==> src/launch_query_parser_core_assert.svh <==
// Assertion macros shared by the launch query parser modules.
`ifndef LAUNCH_QUERY_PARSER_CORE_ASSERT_SVH
`define LAUNCH_QUERY_PARSER_CORE_ASSERT_SVH

// Same-cycle implication.
`define LQP_ASSERT_NOW(lbl, clk, rst, ante, cons, msg) \
   lbl: assert property (@(posedge clk) disable iff (rst) (ante) |-> (cons)) \
      else $error(msg);

// Next-cycle implication.
`define LQP_ASSERT_NEXT(lbl, clk, rst, ante, cons, msg) \
   lbl: assert property (@(posedge clk) disable iff (rst) (ante) |=> (cons)) \
      else $error(msg);

`endif

==> src/lqp_pkg.sv <==
// Types, constants and match functions of the launch query parser.
`timescale 1ns / 1ps
`default_nettype none

package lqp_pkg;

   localparam int unsigned MaxResults        = 3;
   localparam int unsigned CountWidth        = $clog2(MaxResults + 1);
   localparam int unsigned QueueDepthDefault = 4;
   localparam int unsigned KeyCount          = 5;

   // item kinds
   localparam logic [1:0] KindStart  = 2'd0;
   localparam logic [1:0] KindData   = 2'd1;
   localparam logic [1:0] KindStatus = 2'd2;

   // end status codes
   localparam logic [1:0] StatusOk        = 2'd0;
   localparam logic [1:0] StatusBadScheme = 2'd1;
   localparam logic [1:0] StatusNoPlace   = 2'd2;
   localparam logic [1:0] StatusBadEscape = 2'd3;

   // field ids
   localparam logic [2:0] FieldPlace = 3'd0;
   localparam logic [2:0] NoField    = 3'd5;

   // characters
   localparam logic [7:0] ChPct   = 8'h25;
   localparam logic [7:0] ChPlus  = 8'h2B;
   localparam logic [7:0] ChSpace = 8'h20;
   localparam logic [7:0] ChAmp   = 8'h26;
   localparam logic [7:0] ChEq    = 8'h3D;
   localparam logic [7:0] ChColon = 8'h3A;
   localparam logic [7:0] ChDash  = 8'h2D;

   // scheme prefixes, right-aligned, first character in the highest used byte
   localparam logic [127:0] PrefixShort = 128'h726F626C6F783A2F2F;
   localparam logic [127:0] PrefixLong  = 128'h726F626C6F782D706C617965723A2F2F;
   localparam logic [4:0]   PrefixShortLen = 5'd9;
   localparam logic [4:0]   PrefixLongLen  = 5'd16;
   localparam logic [4:0]   PrefixPivot    = 5'd6;

   localparam logic [8*24-1:0] KeyName0 = "placeId";
   localparam logic [8*24-1:0] KeyName1 = "gameInstanceId";
   localparam logic [8*24-1:0] KeyName2 = "reservedServerAccessCode";
   localparam logic [8*24-1:0] KeyName3 = "launchData";
   localparam logic [8*24-1:0] KeyName4 = "callId";

   typedef struct packed {
      logic [7:0] uri_byte;
      logic       is_final;
   } req_word_type;

   typedef struct packed {
      logic [1:0] item_kind;
      logic [2:0] field_id;
      logic [7:0] data_byte;
      logic [1:0] status_code;
      logic       run_end;
   } rsp_word_type;

   typedef struct packed {
      rsp_word_type [MaxResults-1:0] items;
      logic [CountWidth-1:0]         count;
   } bundle_type;

   function automatic logic [4:0] prefix_len(input logic variant);
      prefix_len = variant ? PrefixLongLen : PrefixShortLen;
   endfunction

   function automatic logic prefix_hit(input logic variant, input logic [4:0] pos,
                                       input logic [7:0] c);
      logic [127:0] name;
      int unsigned  len;
      name = variant ? PrefixLong : PrefixShort;
      len  = int'(prefix_len(variant));
      prefix_hit = 1'b0;
      if (int'(pos) < len) prefix_hit = (name[8*(len - 1 - int'(pos)) +: 8] == c);
   endfunction

   function automatic logic [4:0] key_len(input logic [2:0] idx);
      unique case (idx)
         3'd0:    key_len = 5'd7;
         3'd1:    key_len = 5'd14;
         3'd2:    key_len = 5'd24;
         3'd3:    key_len = 5'd10;
         3'd4:    key_len = 5'd6;
         default: key_len = 5'd0;
      endcase
   endfunction

   function automatic logic key_hit(input logic [2:0] idx, input logic [4:0] pos,
                                    input logic [7:0] c);
      logic [8*24-1:0] name;
      int unsigned     len;
      unique case (idx)
         3'd0:    name = KeyName0;
         3'd1:    name = KeyName1;
         3'd2:    name = KeyName2;
         3'd3:    name = KeyName3;
         3'd4:    name = KeyName4;
         default: name = '0;
      endcase
      len = int'(key_len(idx));
      key_hit = 1'b0;
      if (int'(pos) < len) key_hit = (name[8*(len - 1 - int'(pos)) +: 8] == c);
   endfunction

   function automatic logic [KeyCount-1:0] key_feed(input logic [KeyCount-1:0] flags,
                                                    input logic [4:0] pos,
                                                    input logic [7:0] c);
      for (int i = 0; i < KeyCount; i++)
         key_feed[i] = flags[i] && key_hit(3'(i), pos, c);
   endfunction

   function automatic logic [4:0] key_len_inc(input logic [4:0] len);
      key_len_inc = (len == 5'd31) ? len : len + 5'd1;
   endfunction

   function automatic logic [2:0] key_select(input logic [KeyCount-1:0] flags,
                                             input logic [4:0] len);
      key_select = NoField;
      for (int i = 0; i < KeyCount; i++)
         if (flags[i] && len == key_len(3'(i))) key_select = 3'(i);
   endfunction

   function automatic logic is_hex(input logic [7:0] c);
      is_hex = (c >= 8'h30 && c <= 8'h39) || (c >= 8'h61 && c <= 8'h66) ||
               (c >= 8'h41 && c <= 8'h46);
   endfunction

   function automatic logic [3:0] hex_nib(input logic [7:0] c);
      logic [7:0] v;
      if (c <= 8'h39)      v = c - 8'h30;
      else if (c >= 8'h61) v = c - 8'h57;
      else                 v = c - 8'h37;
      hex_nib = v[3:0];
   endfunction

   function automatic logic [7:0] plus_map(input logic [7:0] c);
      plus_map = (c == ChPlus) ? ChSpace : c;
   endfunction

   function automatic rsp_word_type make_item(input logic [1:0] kind, input logic [2:0] field,
                                              input logic [7:0] data, input logic [1:0] status);
      make_item = '{item_kind: kind, field_id: field, data_byte: data,
                    status_code: status, run_end: 1'b0};
   endfunction

endpackage

`default_nettype wire

==> src/launch_query_parser_core.sv <==
// Top level of the launch query parser.
//
//   channel  direction  handshake            word
//   req_     in         req_valid/req_stall  lqp_pkg::req_word_type (uri_byte, is_final)
//   rsp_     out        rsp_valid/rsp_stall  lqp_pkg::rsp_word_type (kind, field, data, status, run_end)
//
// One input word per cycle while the bundle queue has room; the front end
// decodes a byte combinationally, in the cycle it is taken.
// A byte that yields k result words (k up to 3) is unpacked word by word at the back end;
// the queue of QueueDepth bundles absorbs these bursts.
// First result word passes through the queue slot and then the output register before it is valid on rsp_.
// Reset is synchronous and immediate; there is no clearing pass.
// rsp_stall holds the output register; req_stall rises only when the queue is full.
`timescale 1ns / 1ps
`default_nettype none

module launch_query_parser_core #(
   parameter int unsigned QueueDepth = lqp_pkg::QueueDepthDefault
) (
   input  logic                  clock,
   input  logic                  reset,
   input  logic                  req_valid,
   input  lqp_pkg::req_word_type req_word,
   output logic                  req_stall,
   output logic                  rsp_valid,
   output lqp_pkg::rsp_word_type rsp_word,
   input  logic                  rsp_stall
);

   logic                queue_full;
   logic                push;
   lqp_pkg::bundle_type push_bundle;
   logic                pop;
   logic                head_valid;
   lqp_pkg::bundle_type head_bundle;

   lqp_front u_front (
      .clock       (clock),
      .reset       (reset),
      .req_valid   (req_valid),
      .req_word    (req_word),
      .req_stall   (req_stall),
      .queue_full  (queue_full),
      .push        (push),
      .push_bundle (push_bundle)
   );

   lqp_queue #(
      .Depth (QueueDepth)
   ) u_queue (
      .clock       (clock),
      .reset       (reset),
      .push        (push),
      .push_bundle (push_bundle),
      .pop         (pop),
      .full        (queue_full),
      .head_valid  (head_valid),
      .head_bundle (head_bundle)
   );

   lqp_back u_back (
      .clock       (clock),
      .reset       (reset),
      .head_valid  (head_valid),
      .head_bundle (head_bundle),
      .pop         (pop),
      .rsp_valid   (rsp_valid),
      .rsp_word    (rsp_word),
      .rsp_stall   (rsp_stall)
   );

endmodule

`default_nettype wire

==> src/lqp_front.sv <==
// Front end: scheme check, pair splitting, escape decoding, key matching.
`timescale 1ns / 1ps
`default_nettype none
`include "launch_query_parser_core_assert.svh"

module lqp_front (
   input  logic                 clock,
   input  logic                 reset,
   input  logic                 req_valid,
   input  lqp_pkg::req_word_type req_word,
   output logic                 req_stall,
   input  logic                 queue_full,
   output logic                 push,
   output lqp_pkg::bundle_type  push_bundle
);

   typedef enum logic [1:0] {PhPrefix, PhKey, PhValue, PhReject} phase_type;

   localparam logic [1:0] EscNone = 2'd0;
   localparam logic [1:0] EscOne  = 2'd1;
   localparam logic [1:0] EscTwo  = 2'd2;

   phase_type                         phase_ff, phase_in;
   logic [4:0]                        pos_ff, pos_in;
   logic                              variant_ff, variant_in;
   logic [4:0]                        klen_ff, klen_in;
   logic [lqp_pkg::KeyCount-1:0]      kflags_ff, kflags_in;
   logic [2:0]                        field_ff, field_in;
   logic [1:0]                        escp_ff, escp_in;
   logic [7:0]                        escf_ff, escf_in;
   logic                              place_ff, place_in;
   logic                              err_ff, err_in;
   logic                              kbad_ff, kbad_in;

   logic                                        accept;
   logic [7:0]                                  byte_in;
   logic                                        fin_in;
   logic                                        prefix_ok;
   logic                                        flush_value;
   logic                                        new_pair;
   logic [1:0]                                  status;
   logic [lqp_pkg::CountWidth-1:0]              n_out;
   lqp_pkg::rsp_word_type [lqp_pkg::MaxResults-1:0] items_out;

   assign req_stall = queue_full;
   assign accept    = req_valid && !queue_full;
   assign byte_in   = req_word.uri_byte;
   assign fin_in    = req_word.is_final;

   always_comb begin
      phase_in    = phase_ff;
      pos_in      = pos_ff;
      variant_in  = variant_ff;
      klen_in     = klen_ff;
      kflags_in   = kflags_ff;
      field_in    = field_ff;
      escp_in     = escp_ff;
      escf_in     = escf_ff;
      place_in    = place_ff;
      err_in      = err_ff;
      kbad_in     = kbad_ff;
      n_out       = '0;
      items_out   = '0;
      prefix_ok   = 1'b0;
      flush_value = 1'b0;
      new_pair    = 1'b0;
      status      = lqp_pkg::StatusOk;

      unique case (phase_ff)
         PhPrefix: begin
            if (pos_ff == lqp_pkg::PrefixPivot) begin
               if (byte_in == lqp_pkg::ChColon) begin
                  variant_in = 1'b0;
                  prefix_ok  = 1'b1;
               end else if (byte_in == lqp_pkg::ChDash) begin
                  variant_in = 1'b1;
                  prefix_ok  = 1'b1;
               end
            end else begin
               prefix_ok = lqp_pkg::prefix_hit(variant_ff, pos_ff, byte_in);
            end
            if (!prefix_ok) begin
               phase_in = PhReject;
            end else begin
               pos_in = pos_ff + 5'd1;
               if (pos_in >= lqp_pkg::prefix_len(variant_in)) new_pair = 1'b1;
            end
         end
         PhKey: begin
            if (byte_in == lqp_pkg::ChAmp) begin
               new_pair = 1'b1;
            end else if (byte_in == lqp_pkg::ChEq) begin
               // short escape at end of key is fed literally
               if (escp_ff != EscNone) begin
                  kflags_in = lqp_pkg::key_feed(kflags_in, klen_in, lqp_pkg::ChPct);
                  klen_in   = lqp_pkg::key_len_inc(klen_in);
               end
               if (escp_ff == EscTwo) begin
                  kflags_in = lqp_pkg::key_feed(kflags_in, klen_in,
                                                lqp_pkg::plus_map(escf_ff));
                  klen_in   = lqp_pkg::key_len_inc(klen_in);
               end
               if (kbad_ff) err_in = 1'b1;
               field_in = lqp_pkg::key_select(kflags_in, klen_in);
               if (field_in != lqp_pkg::NoField) begin
                  items_out[n_out] = lqp_pkg::make_item(lqp_pkg::KindStart, field_in, 8'h00,
                                                        lqp_pkg::StatusOk);
                  n_out = n_out + 2'd1;
                  if (field_in == lqp_pkg::FieldPlace) place_in = 1'b0;
               end
               phase_in = PhValue;
               escp_in  = EscNone;
               escf_in  = '0;
            end else if (escp_ff == EscNone) begin
               if (byte_in == lqp_pkg::ChPct) begin
                  escp_in = EscOne;
               end else begin
                  kflags_in = lqp_pkg::key_feed(kflags_ff, klen_ff, lqp_pkg::plus_map(byte_in));
                  klen_in   = lqp_pkg::key_len_inc(klen_ff);
               end
            end else if (escp_ff == EscOne) begin
               escf_in = byte_in;
               escp_in = EscTwo;
            end else begin
               if (lqp_pkg::is_hex(escf_ff) && lqp_pkg::is_hex(byte_in)) begin
                  kflags_in = lqp_pkg::key_feed(kflags_ff, klen_ff,
                                 {lqp_pkg::hex_nib(escf_ff), lqp_pkg::hex_nib(byte_in)});
                  klen_in   = lqp_pkg::key_len_inc(klen_ff);
               end else begin
                  kbad_in = 1'b1;
               end
               escp_in = EscNone;
               escf_in = '0;
            end
         end
         PhValue: begin
            if (byte_in == lqp_pkg::ChAmp) begin
               flush_value = 1'b1;
               new_pair    = 1'b1;
            end else if (escp_ff == EscNone) begin
               if (byte_in == lqp_pkg::ChPct) begin
                  escp_in = EscOne;
               end else if (field_ff != lqp_pkg::NoField) begin
                  items_out[n_out] = lqp_pkg::make_item(lqp_pkg::KindData, field_ff,
                                        lqp_pkg::plus_map(byte_in), lqp_pkg::StatusOk);
                  n_out = n_out + 2'd1;
                  if (field_ff == lqp_pkg::FieldPlace) place_in = 1'b1;
               end
            end else if (escp_ff == EscOne) begin
               escf_in = byte_in;
               escp_in = EscTwo;
            end else begin
               if (lqp_pkg::is_hex(escf_ff) && lqp_pkg::is_hex(byte_in)) begin
                  if (field_ff != lqp_pkg::NoField) begin
                     items_out[n_out] = lqp_pkg::make_item(lqp_pkg::KindData, field_ff,
                                           {lqp_pkg::hex_nib(escf_ff), lqp_pkg::hex_nib(byte_in)},
                                           lqp_pkg::StatusOk);
                     n_out = n_out + 2'd1;
                     if (field_ff == lqp_pkg::FieldPlace) place_in = 1'b1;
                  end
               end else begin
                  err_in = 1'b1;
               end
               escp_in = EscNone;
               escf_in = '0;
            end
         end
         PhReject: begin
         end
      endcase

      if (fin_in && phase_in == PhValue) flush_value = 1'b1;

      // pending escape at end of value goes out literally
      if (flush_value) begin
         if (escp_in != EscNone && field_in != lqp_pkg::NoField) begin
            items_out[n_out] = lqp_pkg::make_item(lqp_pkg::KindData, field_in, lqp_pkg::ChPct,
                                                  lqp_pkg::StatusOk);
            n_out = n_out + 2'd1;
            if (field_in == lqp_pkg::FieldPlace) place_in = 1'b1;
         end
         if (escp_in == EscTwo && field_in != lqp_pkg::NoField) begin
            items_out[n_out] = lqp_pkg::make_item(lqp_pkg::KindData, field_in,
                                                  lqp_pkg::plus_map(escf_in), lqp_pkg::StatusOk);
            n_out = n_out + 2'd1;
         end
         escp_in = EscNone;
         escf_in = '0;
      end

      if (new_pair) begin
         phase_in  = PhKey;
         klen_in   = '0;
         kflags_in = '1;
         field_in  = lqp_pkg::NoField;
         escp_in   = EscNone;
         escf_in   = '0;
         kbad_in   = 1'b0;
      end

      if (fin_in) begin
         if (phase_in == PhPrefix || phase_in == PhReject) status = lqp_pkg::StatusBadScheme;
         else if (err_in)                                 status = lqp_pkg::StatusBadEscape;
         else if (!place_in)                              status = lqp_pkg::StatusNoPlace;
         else                                             status = lqp_pkg::StatusOk;
         items_out[n_out] = lqp_pkg::make_item(lqp_pkg::KindStatus, 3'd0, 8'h00, status);
         n_out = n_out + 2'd1;
         phase_in   = PhPrefix;
         pos_in     = '0;
         variant_in = 1'b0;
         klen_in    = '0;
         kflags_in  = '1;
         field_in   = lqp_pkg::NoField;
         escp_in    = EscNone;
         escf_in    = '0;
         place_in   = 1'b0;
         err_in     = 1'b0;
         kbad_in    = 1'b0;
      end

      if (n_out != '0) items_out[n_out - 2'd1].run_end = 1'b1;
   end

   assign push        = accept && (n_out != '0);
   assign push_bundle = '{items: items_out, count: n_out};

   always_ff @(posedge clock) begin
      if (reset) begin
         phase_ff   <= PhPrefix;
         pos_ff     <= '0;
         variant_ff <= 1'b0;
         klen_ff    <= '0;
         kflags_ff  <= '1;
         field_ff   <= lqp_pkg::NoField;
         escp_ff    <= EscNone;
         escf_ff    <= '0;
         place_ff   <= 1'b0;
         err_ff     <= 1'b0;
         kbad_ff    <= 1'b0;
      end else if (accept) begin
         phase_ff   <= phase_in;
         pos_ff     <= pos_in;
         variant_ff <= variant_in;
         klen_ff    <= klen_in;
         kflags_ff  <= kflags_in;
         field_ff   <= field_in;
         escp_ff    <= escp_in;
         escf_ff    <= escf_in;
         place_ff   <= place_in;
         err_ff     <= err_in;
         kbad_ff    <= kbad_in;
      end
   end

   `LQP_ASSERT_NOW(f_final_pushes, clock, reset, accept && fin_in, push, "final word gave no status")

endmodule

`default_nettype wire

==> src/lqp_queue.sv <==
// Short queue of result bundles between front and back.
`timescale 1ns / 1ps
`default_nettype none
`include "launch_query_parser_core_assert.svh"

module lqp_queue #(
   parameter int unsigned Depth = lqp_pkg::QueueDepthDefault
) (
   input  logic                clock,
   input  logic                reset,
   input  logic                push,
   input  lqp_pkg::bundle_type push_bundle,
   input  logic                pop,
   output logic                full,
   output logic                head_valid,
   output lqp_pkg::bundle_type head_bundle
);

   localparam int unsigned PtrW = $clog2(Depth);
   localparam int unsigned CntW = $clog2(Depth + 1);

   lqp_pkg::bundle_type slot_ff [Depth];
   logic [PtrW-1:0]     wr_ptr_ff, wr_ptr_in;
   logic [PtrW-1:0]     rd_ptr_ff, rd_ptr_in;
   logic [CntW-1:0]     count_ff, count_in;

   assign full        = (count_ff == CntW'(Depth));
   assign head_valid  = (count_ff != '0);
   assign head_bundle = slot_ff[rd_ptr_ff];

   always_comb begin
      wr_ptr_in = wr_ptr_ff;
      rd_ptr_in = rd_ptr_ff;
      count_in  = count_ff;
      if (push) wr_ptr_in = (wr_ptr_ff == PtrW'(Depth - 1)) ? '0 : wr_ptr_ff + 1'b1;
      if (pop)  rd_ptr_in = (rd_ptr_ff == PtrW'(Depth - 1)) ? '0 : rd_ptr_ff + 1'b1;
      if (push && !pop)      count_in = count_ff + 1'b1;
      else if (pop && !push) count_in = count_ff - 1'b1;
   end

   always_ff @(posedge clock) begin
      if (reset) begin
         wr_ptr_ff <= '0;
         rd_ptr_ff <= '0;
         count_ff  <= '0;
      end else begin
         wr_ptr_ff <= wr_ptr_in;
         rd_ptr_ff <= rd_ptr_in;
         count_ff  <= count_in;
      end
   end

   always_ff @(posedge clock) begin
      if (push) slot_ff[wr_ptr_ff] <= push_bundle;
   end

   `LQP_ASSERT_NOW(q_no_overflow, clock, reset, push, !full, "push into full queue")
   `LQP_ASSERT_NEXT(q_count_up, clock, reset, push && !pop, count_ff == $past(count_ff) + 1'b1, "count did not rise")

endmodule

`default_nettype wire

==> src/lqp_back.sv <==
// Back end: unpacks bundles into single result words behind an output register.
`timescale 1ns / 1ps
`default_nettype none
`include "launch_query_parser_core_assert.svh"

module lqp_back (
   input  logic                  clock,
   input  logic                  reset,
   input  logic                  head_valid,
   input  lqp_pkg::bundle_type   head_bundle,
   output logic                  pop,
   output logic                  rsp_valid,
   output lqp_pkg::rsp_word_type rsp_word,
   input  logic                  rsp_stall
);

   logic                               rsp_valid_ff, rsp_valid_in;
   lqp_pkg::rsp_word_type              rsp_word_ff, rsp_word_in;
   logic [lqp_pkg::CountWidth-1:0]     idx_ff, idx_in;
   logic                               room;
   logic                               load;
   logic                               last;

   assign room = !rsp_valid_ff || !rsp_stall;
   assign load = head_valid && room;
   assign last = (idx_ff == head_bundle.count - 2'd1);
   assign pop  = load && last;

   always_comb begin
      rsp_valid_in = rsp_valid_ff;
      rsp_word_in  = rsp_word_ff;
      idx_in       = idx_ff;
      if (room) begin
         rsp_valid_in = head_valid;
         if (head_valid) rsp_word_in = head_bundle.items[idx_ff];
      end
      if (load) idx_in = last ? '0 : idx_ff + 2'd1;
   end

   always_ff @(posedge clock) begin
      if (reset) begin
         rsp_valid_ff <= 1'b0;
         idx_ff       <= '0;
      end else begin
         rsp_valid_ff <= rsp_valid_in;
         idx_ff       <= idx_in;
      end
   end

   always_ff @(posedge clock) begin
      rsp_word_ff <= rsp_word_in;
   end

   assign rsp_valid = rsp_valid_ff;
   assign rsp_word  = rsp_word_ff;

   `LQP_ASSERT_NOW(b_idx_in_range, clock, reset, head_valid, idx_ff < head_bundle.count, "index past bundle")
   `LQP_ASSERT_NOW(b_status_last, clock, reset, rsp_valid_ff && rsp_word_ff.item_kind == lqp_pkg::KindStatus, rsp_word_ff.run_end, "status word not last")

endmodule

`default_nettype wire

==> config.mk <==
export PLATFORM = sky130hd
export DESIGN_NAME = launch_query_parser_core
export DESIGN_NICKNAME = d
export VERILOG_FILES = /design/src/lqp_pkg.sv /design/src/launch_query_parser_core.sv /design/src/lqp_front.sv /design/src/lqp_queue.sv /design/src/lqp_back.sv
export VERILOG_INCLUDE_DIRS = /design/src /design/src/src
export SDC_FILE = /design/constraint.sdc
export NUM_CORES = 1
export LEC_CHECK = 0
export CAP_MARGIN = 20
export CELL_PAD_IN_SITES_DETAIL_PLACEMENT = 1
export CELL_PAD_IN_SITES_GLOBAL_PLACEMENT = 1
export CORE_MARGIN = 2
export CORE_UTILIZATION = 52
export CTS_CLUSTER_SIZE = 25
export DETAILED_ROUTE_END_ITERATION = 8
export DONT_BUFFER_PORTS = 1
export HOLD_SLACK_MARGIN = 0.08
export PLACE_DENSITY = 0.92
export SLEW_MARGIN = 15
export SYNTH_ARGS = -nofsm -noshare
export SYNTH_HDL_FRONTEND = slang
export SYNTH_HIERARCHICAL = 1
export SYNTH_SLANG_ARGS = --single-unit
==> constraint.sdc <==
create_clock -name clock -period 8.05 [get_ports clock]
set_input_delay 0.4025 -clock clock [delete_from_list [all_inputs] [get_ports clock]]
set_output_delay 0.4025 -clock clock [all_outputs]
set_load 0.005 [all_outputs]
# Yosys cells after proc, flatten, opt, wreduce, memory -nomap -nowiden
# Memories as Yosys holds them, arrays and structs flattened. A register that Yosys moved wholly into a read port is not among the register bits.
# Index checks and enable logic that the tools add are counted.
# totals
register_bits	60
inputBits	13
mem_count	1
mem_bits_rw	200
word_cells	810
output_inout_bits	18
# op_classes
shift	21
add_sub_neg	61
eq_ne	58
muxes	528
reduce_logical	77
order_cmp	43
# memory_table
memory	depth	width	rd	rd_clocked_by_memory_dff	wr	line	text
u_queue.slot_ff	4	50	1	1	1	lqp_queue.sv:22	lqp_pkg::bundle_type slot_ff [Depth];
# ops
op	n
two-way mux 192 bit	95
indexed part select 192 x 33 -> 8 bit	20
two-way mux 5 bit	151
subtractor 29 x 5 -> 29 bit	21
two-way mux 48 bit	6
bitwise mux 48 bit	4
two-way mux 16 bit	11
two-way mux 1 bit	168
demux 16 bit (select 2 bit)	4
equality test 8 bit	16
indexed part select 128 x 33 -> 8 bit	1
two-way mux 127 bit	1
subtractor 5 x 1 -> 6 bit, second input constant	21
less-than comparator 5 bit	21
equality test 8 x 6 -> 1 bit, second input constant	13
two-way mux 8 bit	11
two-way mux 2 bit	34
two-way mux 4 bit	16
logical AND 1 bit	45
two-way mux 3 bit	15
binary-select mux 16 bit (select 2 bit)	1
greater-or-equal comparator 8 x 7 -> 1 bit, second input constant	4
<= comparator 8 x 7 -> 1 bit, second input constant	4
case mux 16 bit (2 select lines)	1
40 further kinds	104

# Depth between registers and ports, before layout
# Gate-level depths: netlist of the first run.
# logic_depth
word_depth	53
mapped_depth	30
mapped_depth_nobuf	28

# Modules after synthesis
# The synthesis of the first run kept the hierarchy.
# modules_own_cells
module	seq_area_each_um2	n_inst	cells_per_inst	area_per_inst_um2
lqp_queue	6185.9	1	306	7713.6
lqp_front	680.7	1	1063	7056.8
lqp_back	540.5	1	90	984.7

# Least setup slack after synthesis of the first run
# Ideal clock, no wire load.
# synth_timing
kind	register -> register
startpoint	register u_front.klen_ff[0]
endpoint	memory u_queue/slot_ff[0][0] (netlist name) (enable)
arrival_ns	6.098
path_stages_with_launch	26
setup_slack_ns	1.540
t_required_ns	7.637
n_path_buf	2
period_less_slack_ns	6.510
setup_time_ns	0.413
cell_sequence	dfxtp_1 -> ha_1 -> buf_4 -> and4_1 -> buf_4 -> o21ai_0 -> nand2_1 -> ha_1 -> nand4b_1 -> mux2i_1 -> mux2_2 -> nor2_1 -> mux2i_1 -> a32oi_1 -> and2_1 -> or3_1 -> inv_1 -> ha_1 -> nor2_1 -> a22o_1 -> a31o_2 -> a311oi_2 -> ha_1 -> nand3_1 -> o311a_1 -> and2_1
# synth_via
elab_chain_len	45
word_cells_on_any_way	163
cone_classes	add/sub (15); order compare (10); eq/ne (19); shift (10); mux (90); reduce/logical (19)
# synth_rtl
element	line	text
start: declaration	lqp_front.sv:26	logic [4:0] klen_ff, klen_in;
start signal: assignment	lqp_front.sv:244	klen_ff <= klen_in;
adder 5 x 1 -> 5 bit / equality test 5 bit (equally long branches)	lqp_pkg.sv:117	key_len_inc = (len == 5'd31) ? len : len + 5'd1;
two-way mux 5 bit	n/a	
two-way mux 5 bit	lqp_front.sv:94	if (escp_ff != EscNone) begin
two-way mux 5 bit	lqp_front.sv:92	end else if (byte_in == lqp_pkg::ChEq) begin
two-way mux 5 bit	lqp_front.sv:90	if (byte_in == lqp_pkg::ChAmp) begin
two-way mux 5 bit	lqp_front.sv:69	unique case (phase_ff)
subtractor 29 x 5 -> 29 bit	lqp_pkg.sv:106	if (int'(pos) < len) key_hit = (name[8*(len - 1 - int'(pos)) +: 8] == c);
indexed part select 192 x 33 -> 8 bit	lqp_pkg.sv:106	
[30 not listed]	n/a	
two-way mux 2 bit *	lqp_front.sv:175	if (flush_value) begin
adder 2 x 1 -> 2 bit	lqp_front.sv:207	n_out = n_out + 2'd1;
two-way mux 2 bit *	lqp_front.sv:201	if (fin_in) begin
nonzero test 2 bit *	lqp_front.sv:224	assign push = accept && (n_out != '0);
logical AND 1 bit *	lqp_front.sv:224	
net push	launch_query_parser_core.sv:31	logic push;
two-way mux 1 bit *	lqp_queue.sv:54	if (push) slot_ff[wr_ptr_ff] <= push_bundle;
two-way mux 1 bit (implied by the code) *	lqp_queue.sv:54	
end: declaration	lqp_queue.sv:22	
# Mark *: on every way through the listed nets, which the timed path passes. The rest lies on a longest branch. The select of a mux whose other input is x is not followed.

# Worst setup path after layout of the first run
# layout_timing
startpoint	register u_front.escp_ff[1]
endpoint	register u_queue.count_ff[2]
# layout_via
elab_chain_len	45
word_cells_on_any_way	129
cone_classes	add/sub (9); order compare (5); eq/ne (16); shift (5); mux (73); reduce/logical (21)
# layout_rtl
element	line	text
start: declaration	lqp_front.sv:29	logic [1:0] escp_ff, escp_in;
start signal: assignment	lqp_front.sv:235	escp_ff <= EscNone;
start signal: assignment	lqp_front.sv:247	escp_ff <= escp_in;
nonzero test 2 bit	lqp_front.sv:94	
two-way mux 5 bit	lqp_front.sv:94	
two-way mux 5 bit	lqp_front.sv:92	
two-way mux 5 bit	lqp_front.sv:90	
two-way mux 5 bit	lqp_front.sv:69	
subtractor 29 x 5 -> 29 bit	lqp_pkg.sv:106	
indexed part select 192 x 33 -> 8 bit	lqp_pkg.sv:106	
equality test 8 bit	lqp_pkg.sv:106	
[30 not listed]	n/a	
adder 2 x 1 -> 2 bit	lqp_front.sv:207	
two-way mux 2 bit *	lqp_front.sv:201	
nonzero test 2 bit *	lqp_front.sv:224	
logical AND 1 bit *	lqp_front.sv:224	
net push	launch_query_parser_core.sv:31	
logical NOT 1 bit	lqp_queue.sv:38	else if (pop && !push) count_in = count_ff - 1'b1;
logical AND 1 bit	lqp_queue.sv:38	
nonzero test 2 bit (no source line)	n/a	
end signal: assignment	lqp_queue.sv:49	count_ff <= count_in;
end: declaration	lqp_queue.sv:25	logic [CntW-1:0] count_ff, count_in;
# Marked as above.
# A chain may end at the register's enable or synchronous reset.

==> results of run 1 <==
## cell type report
cell class              count  area [µm²]
repair buffers             27       242.7
clock buffers              34       700.7
fillers                  3095       12980
well taps                 390       488.0
clock inverters            14       142.6
inverters                  60       225.2
flip-flops and latches    262        7412
multi-input cells        1029        7527
## flip-flops by register name, indices dropped and copies added, names as in the netlist, named ones only
name	count
u_front/pos_ff	5
u_front/kflags_ff	5
u_front/err_ff	1
u_back/idx_ff	2
u_front/kbad_ff	1
u_queue/rd_ptr_ff	2
u_back/rsp_word	16
u_front/field_ff	3
u_front/escp_ff	2
u_queue/count_ff	3
u_front/klen_ff	5
u_back/rsp_valid	1
u_queue/slot_ff	200
u_front/escf_ff	8
u_queue/wr_ptr_ff	2
u_front/variant_ff	1
u_front/phase_ff	2
u_front/place_ff	1
## metal layers
layer	vias to the layer above	part of all wire	global-route usage
met5	-	0	0
met2	582	0.50	0.5231
li1	5480	-	-
met3	108	0.074	0.04156
met1	6247	0.40	0.4056
met4	0	0.030	0.09665
## worst max-delay path, cell delays in order (launching register included)
cell,delay [ns]
dfxtp_1,0.79
or2_2,0.37
nand2_1,0.12
xnor2_1,0.18
inv_1,0.08
ha_1,0.21
o221ai_2,0.14
a221o_1,0.42
or2_1,0.27
o21ai_0,0.27
a32oi_1,0.25
and2_1,0.25
or3_1,0.40
inv_1,0.10
ha_1,0.26
nor2_1,0.11
a22o_1,0.24
a31o_2,0.23
a311oi_2,0.47
ha_1,0.33
nand3_1,0.09
o311a_1,0.34
ha_1,0.25
inv_1,0.06
fa_1,0.38
xor2_1,0.16
or3_1,0.32
a21oi_1,0.16
## final timing paths
kind / endpoint / depth (start not counted)
max: u_queue/count_ff[2] / 27
min: u_front/klen_ff[4] / 3
max reg2reg: u_queue/count_ff[2] / 27
min reg2reg: u_front/kflags_ff[1] / 2
## power by group
| part | switching, mW | total [mW] | internal, mW |
|---|---|---|---|
| Combinational | 0.474 | 0.779 | 0.304 |
| Clock | 0.529 | 1.21 | 0.682 |
| Sequential | 0.0815 | 1.69 | 1.60 |
## repair_timing
action,in CTS,in global routing
endpoints found under the hold margin,32,0
resized for setup,0,0
hold buffers,4,0
## cell usage in the layout (no fill, tap or decap), types with 8 or more instances in the layout
master / count
a211oi_1: 8
a21o_1: 10
a21oi_1: 74
a221oi_1: 11
a22oi_1: 12
a31oi_1: 17
a32oi_1: 15
and2_1: 11
and3_1: 17
buf_4: 22
clkbuf_16: 26
dfxtp_1: 44
edfxtp_1: 216
ha_1: 40
inv_1: 56
mux2i_1: 32
mux4_2: 50
nand2_1: 117
nand2b_1: 13
nand3_1: 41
nand4_1: 18
nor2_1: 124
nor2b_1: 11
nor3_1: 31
o2111ai_1: 9
o211ai_1: 10
o21a_1: 9
o21ai_0: 77
o22ai_1: 17
o31ai_1: 13
or3_1: 9
or4_1: 9
xnor2_1: 42
xor2_1: 27
## logic make-up after synthesis
kind of cell,count (synthesis),synth area share
xor+xnor,70,0.03939
mux,86,0.09466
buf+inv,168,0.05241
simple gates,455,0.1431
flops,262,0.4701
compound gates,376,0.1660
fa+ha+maj,42,0.03431
==> results_dict.tcl, run 1 <==
set metrics [dict create \
    min_from "reset" \
    hp-class "input port to register" \
    critPathLaunchType "register" \
    r2r_slack_ns 0.73 \
    period_minus_slack_ns 7.316 \
    wire_per_inst_um 26.63 \
    vias_per_cell 6.838 \
    irDropWorstVdd_mv 0.1389 \
    synth_edf_count 216 \
    synth_cells 1459 \
    grt_max_degree 52 \
    synth.yosys.seq_area_share 0.4701 \
    min_period_over_period 0.9089 \
    relSlewSlack 0.2507 \
    timing.final.ws_setup_ns 0.7335 \
    firstDrtPassIters 5 \
    setup_viol 0 \
    htreeDepth 1 \
    gr-total-overflow 0 \
    yosysMostFrequentCell "edfxtp_1" \
    post-route-drc-count 0 \
    layout-drive-gt1-share 0.1101 \
    arrival_ns 7.79 \
    nets 1461 \
    hpwl_um 32470 \
    rows 63 \
    p_leak_nw 5.573 \
    root_buffer "clkbuf_16" \
    cts_tree "built" \
    synth_top_area_cell "edfxtp_1" \
    die_area_um2 31710 \
    skew_ns 0.02751 \
    startpoint "u_front/escp_ff[1]" \
    path_clk_slew_ns 0.07 \
    cts_max_path_buffers 3 \
    p_per_area_nw_per_um2 219.6 \
    tightest_slew_ns 1.119 \
    tns_ns 0 \
    first_global_vias 12570 \
    hold_viol 0 \
    synth.area.top_cells "edfxtp_1, mux4_2, dfxtp_1" \
    die_y_um 178.1 \
    yosysTopAreaCellShare 0.4117 \
    final_max_slew_viol_count 0 \
    status "finished clean" \
    wl_um 48350 \
    r2r-start "u_front/escp_ff[1]" \
    die_w_um 178.1 \
    dpl_cell_area_um2 15820 \
    final_area_um2 16740 \
    num_vias 12420 \
    ys_seq_elements 262 \
    post-place-ws_ns 0.9642 \
    grt_pass1_wl_um 74290 \
    initial_core_util 0.5302 \
    syn_area_per_cell_um2 10.80 \
    holdWs_ns 0.1244 \
    cp-end-kind "register" \
    synth-warning-count 6 \
    tritoncts.num_buffers 26 \
    synth_fp_nets 1514 \
    clkLatencyLatePin_ns 0.55 \
    diodes 0 \
    core-area_um2 29720 \
    synthTopCellsByCount "edfxtp_1, nor2_1, nand2_1" \
    crit_fanout 21 \
    drtIter0Drc 1211 \
    synth_cell_types 98 \
    grtUsageTotal 0.3064 \
    syn_area_um2 15760 \
    area_delta_synth_final_pct 6.242 \
    fin_util 0.5633 \
    cts_setup_buffers 0 \
    drv_cap 0 \
    synth_ff_type "edfxtp_1" \
    ant_nets 0 \
    crit_required_ns 8.53 \
    layout.cells.non_filler 1816 \
    io_buffers 0 \
    worstSetupPathType "register to register" \
    clkSinkCount 262 \
    grt_antenna_before_repair 0 \
    max_freq_mhz 136.7 \
    dp_cells 1763 \
    gp_congestion 0.9309 \
    rsz0062_at_grt "false" \
    async_flop_share 0 \
    pin_count 31 \
    finalPower_mw 3.675 \
]
Power figures use the tool's default switching activity.
==> run 2, diff against run 1 <==
--- a/config.mk
+++ b/config.mk
@@ -6,7 +6,7 @@
 export SDC_FILE = /design/constraint.sdc
 export NUM_CORES = 1
 export LEC_CHECK = 0
-export CAP_MARGIN = 20
+export CAP_MARGIN = 10
 export CELL_PAD_IN_SITES_DETAIL_PLACEMENT = 1
 export CELL_PAD_IN_SITES_GLOBAL_PLACEMENT = 1
 export CORE_MARGIN = 2
@@ -16,7 +16,6 @@
 export DONT_BUFFER_PORTS = 1
 export HOLD_SLACK_MARGIN = 0.08
 export PLACE_DENSITY = 0.92
-export SLEW_MARGIN = 15
 export SYNTH_ARGS = -nofsm -noshare
 export SYNTH_HDL_FRONTEND = slang
 export SYNTH_HIERARCHICAL = 1
==> constraint.sdc (replaced) <==
create_clock -name clock -period 7.1 [get_ports clock]
set_input_delay 0.355 -clock clock [delete_from_list [all_inputs] [get_ports clock]]
set_output_delay 0.355 -clock clock [all_outputs]
set_load 0.005 [all_outputs]
==> run 2 against run 1 <==
Against the previous run: die area did not move; non-clock buffer count increased by 1; flip-flop and latch count unchanged; combinational power is 6.3% higher; sequential share of layout area is 0.24 points lower; sequential power is 15% higher; hold slack worse by 0.026 ns; cell area increased by 0.61%; clock skew shrank 0.0076 ns; routed wire length shrank 0.11%; maximum frequency up 8.7%; first-iteration DRC count up 7.7%; critical path type unchanged; largest cell class unchanged.
==> results_dict.tcl, run 2 (synthesis gave the netlist of run 1 again) <==
set metrics [dict create \
    internal_power_mw 2.964 \
    mostFrequentLayoutCells "edfxtp_1, nor2_1, nand2_1, o21ai_0, a21oi_1" \
    clkLatencyLatePin_ns 0.53 \
    min_period_over_period 0.9482 \
    die_y_um 178.1 \
    grt_pass1_wl_um 74950 \
    finalPower_mw 4.178 \
    wire_per_inst_um 26.60 \
    area_delta_synth_final_pct 6.885 \
    worstSetupPathType "register to register" \
    r2r_slack_ns 0.37 \
    nFillCells 3105 \
    r2r-start "u_front/klen_ff[0]" \
    hp-class "input port to register" \
    skew_ns 0.01993 \
    startpoint "u_front/klen_ff[0]" \
    rsz0062_at_grt "false" \
    diodes 0 \
    io_buffers 0 \
    initial_core_util 0.5302 \
    ant_nets 0 \
    gr-total-overflow 0 \
    cp_common_cell "ha_1" \
    cts_max_path_buffers 3 \
    seq_power_share 0.466 \
    top_register "u_queue/slot_ff" \
    p_leak_nw 5.594 \
    rows 63 \
    relSlewSlack 0.2033 \
    tritoncts.num_buffers 26 \
    tightest_slew_ns 1.186 \
    grtUsageTotal 0.3057 \
    crit_required_ns 7.56 \
    root_buffer "clkbuf_16" \
    gp_congestion 1.000 \
    p_clk_frac 0.336 \
    period_minus_slack_ns 6.732 \
    largest_reg_flops 200 \
    path_clk_slew_ns 0.06 \
    vias_per_cell 6.842 \
    nets 1462 \
    cts_tree "built" \
    dpl_cell_area_um2 15860 \
    drtIter0Drc 1304 \
    reg2reg_to "u_queue/count_ff[2]" \
    grt_max_degree 52 \
    clkSinkCount 262 \
    holdPathStages 3 \
    setup_viol 0 \
    max_freq_mhz 148.5 \
    num_vias 12430 \
    arrival_ns 7.19 \
    drv_cap 0 \
    core-area_um2 29720 \
    die_area_um2 31710 \
    firstDrtPassIters 5 \
    htreeDepth 1 \
    reg2reg_depth 28 \
    final_common_cell "edfxtp_1" \
    first_global_vias 12630 \
    combPwrFrac 0.198 \
    p_sw_mw 1.214 \
    status "finished clean" \
    slowest_stage "dfxtp_1" \
    p_per_area_nw_per_um2 248.1 \
    timing.final.ws_setup_ns 0.3678 \
    pin_count 31 \
    crit_fanout 51 \
    final_area_um2 16840 \
    critPathLaunchType "register" \
    post-place-ws_ns 0.2463 \
    hpwl_um 32250 \
    final_max_slew_viol_count 0 \
    post-route-drc-count 0 \
    tns_ns 0 \
    layout-drive-gt1-share 0.1157 \
    grt_antenna_before_repair 0 \
    holdWs_ns 0.09802 \
    crit_end "u_queue/count_ff[2]" \
    die_w_um 178.1 \
    multi_input_area_um2 7565 \
    irDropWorstVdd_mv 0.1546 \
    max_stage_delay_ns 0.42 \
    cp-end-kind "register" \
    hold_viol 0 \
    wl_um 48300 \
    regArea_um2 7416 \
    p_sw_frac 0.2905 \
]
[run 2: cell types whose count changed in the layout (fill, tap and decap cells not counted), moves of 2 or more]
cell      change
dfxtp_1       -3
buf_4         -3
dfxtp_2       +3
ha_1          -2
clkbuf_8      -2
buf_12        +4
inv_6         +3
clkbuf_1      -2
[run 2: what timing repair did]
action | 4_1_cts | 5_1_grt
buffers inserted | 0 | 1
endpoints found under the setup margin | 1 | 232
resized for setup | 1 | 12
pin swaps | 0 | 2
hold buffers | 4 | 0
hold endpoints to repair | 32 | 0
[run 2: power groups by stage]
stage / Clock [mW] / Sequential, mW / Combinational (mW)
2_1_floorplan: 0 / 1.89 / 0.692
3_3_place_gp: 0 / 1.96 / 0.748
3_5_place_dp: 0 / 1.98 / 0.795
4_1_cts: 1.43 / 1.95 / 0.818
5_1_grt: 1.47 / 1.97 / 0.890
6_report: 1.40 / 1.95 / 0.828
[run 2: final cells by class]
class	count	area share
Sequential cell	262	0.4404
Clock buffer	31	0.04101
Multi-Input combinational cell	1029	0.4492
Clock inverter	16	0.01018
Timing Repair Buffer	28	0.01687
Inverter	60	0.01337
Tap cell	390	0.02898
[run 2: worst max-delay path, delay by kind of cell (launching register included)]
kind	cells	cell delay [ns]
flip-flops	1	0.42
XOR/XNOR	2	0.36
AND/OR/NAND/NOR	6	1.39
AO/OA/AOI/OAI	9	2.20
adder cells (fa/ha/maj)	5	1.41
buffers and inverters	6	0.83
[run 2: how the worst min path moves through the flow]
stage	from	endpoint	slack [ns]
finish	reset	u_front/klen_ff[4]	0.1
global route	reset	u_front/klen_ff[4]	0.09
CTS	reset	u_front/klen_ff[4]	0.09
detailed placement	reset	u_front/pos_ff[0]	0.43
global placement	reset	u_back/idx_ff[0]	0.43
floorplan	reset	u_back/idx_ff[0]	0.42
[run 2: metrics by stage]
stage          utilization  std cells
2_1_floorplan            -       1459
3_3_place_gp        0.5338       1764
3_5_place_dp        0.5338       1764
4_1_cts             0.5646       1815
5_1_grt             0.5667       1816
6_report            0.5667       1816
[run 2: per-layer routing]
metal  global-route usage  share of wire
met1               0.4035           0.41
met2               0.5315           0.50
met3              0.03666          0.068
met4              0.08607          0.027
met5                    0              0
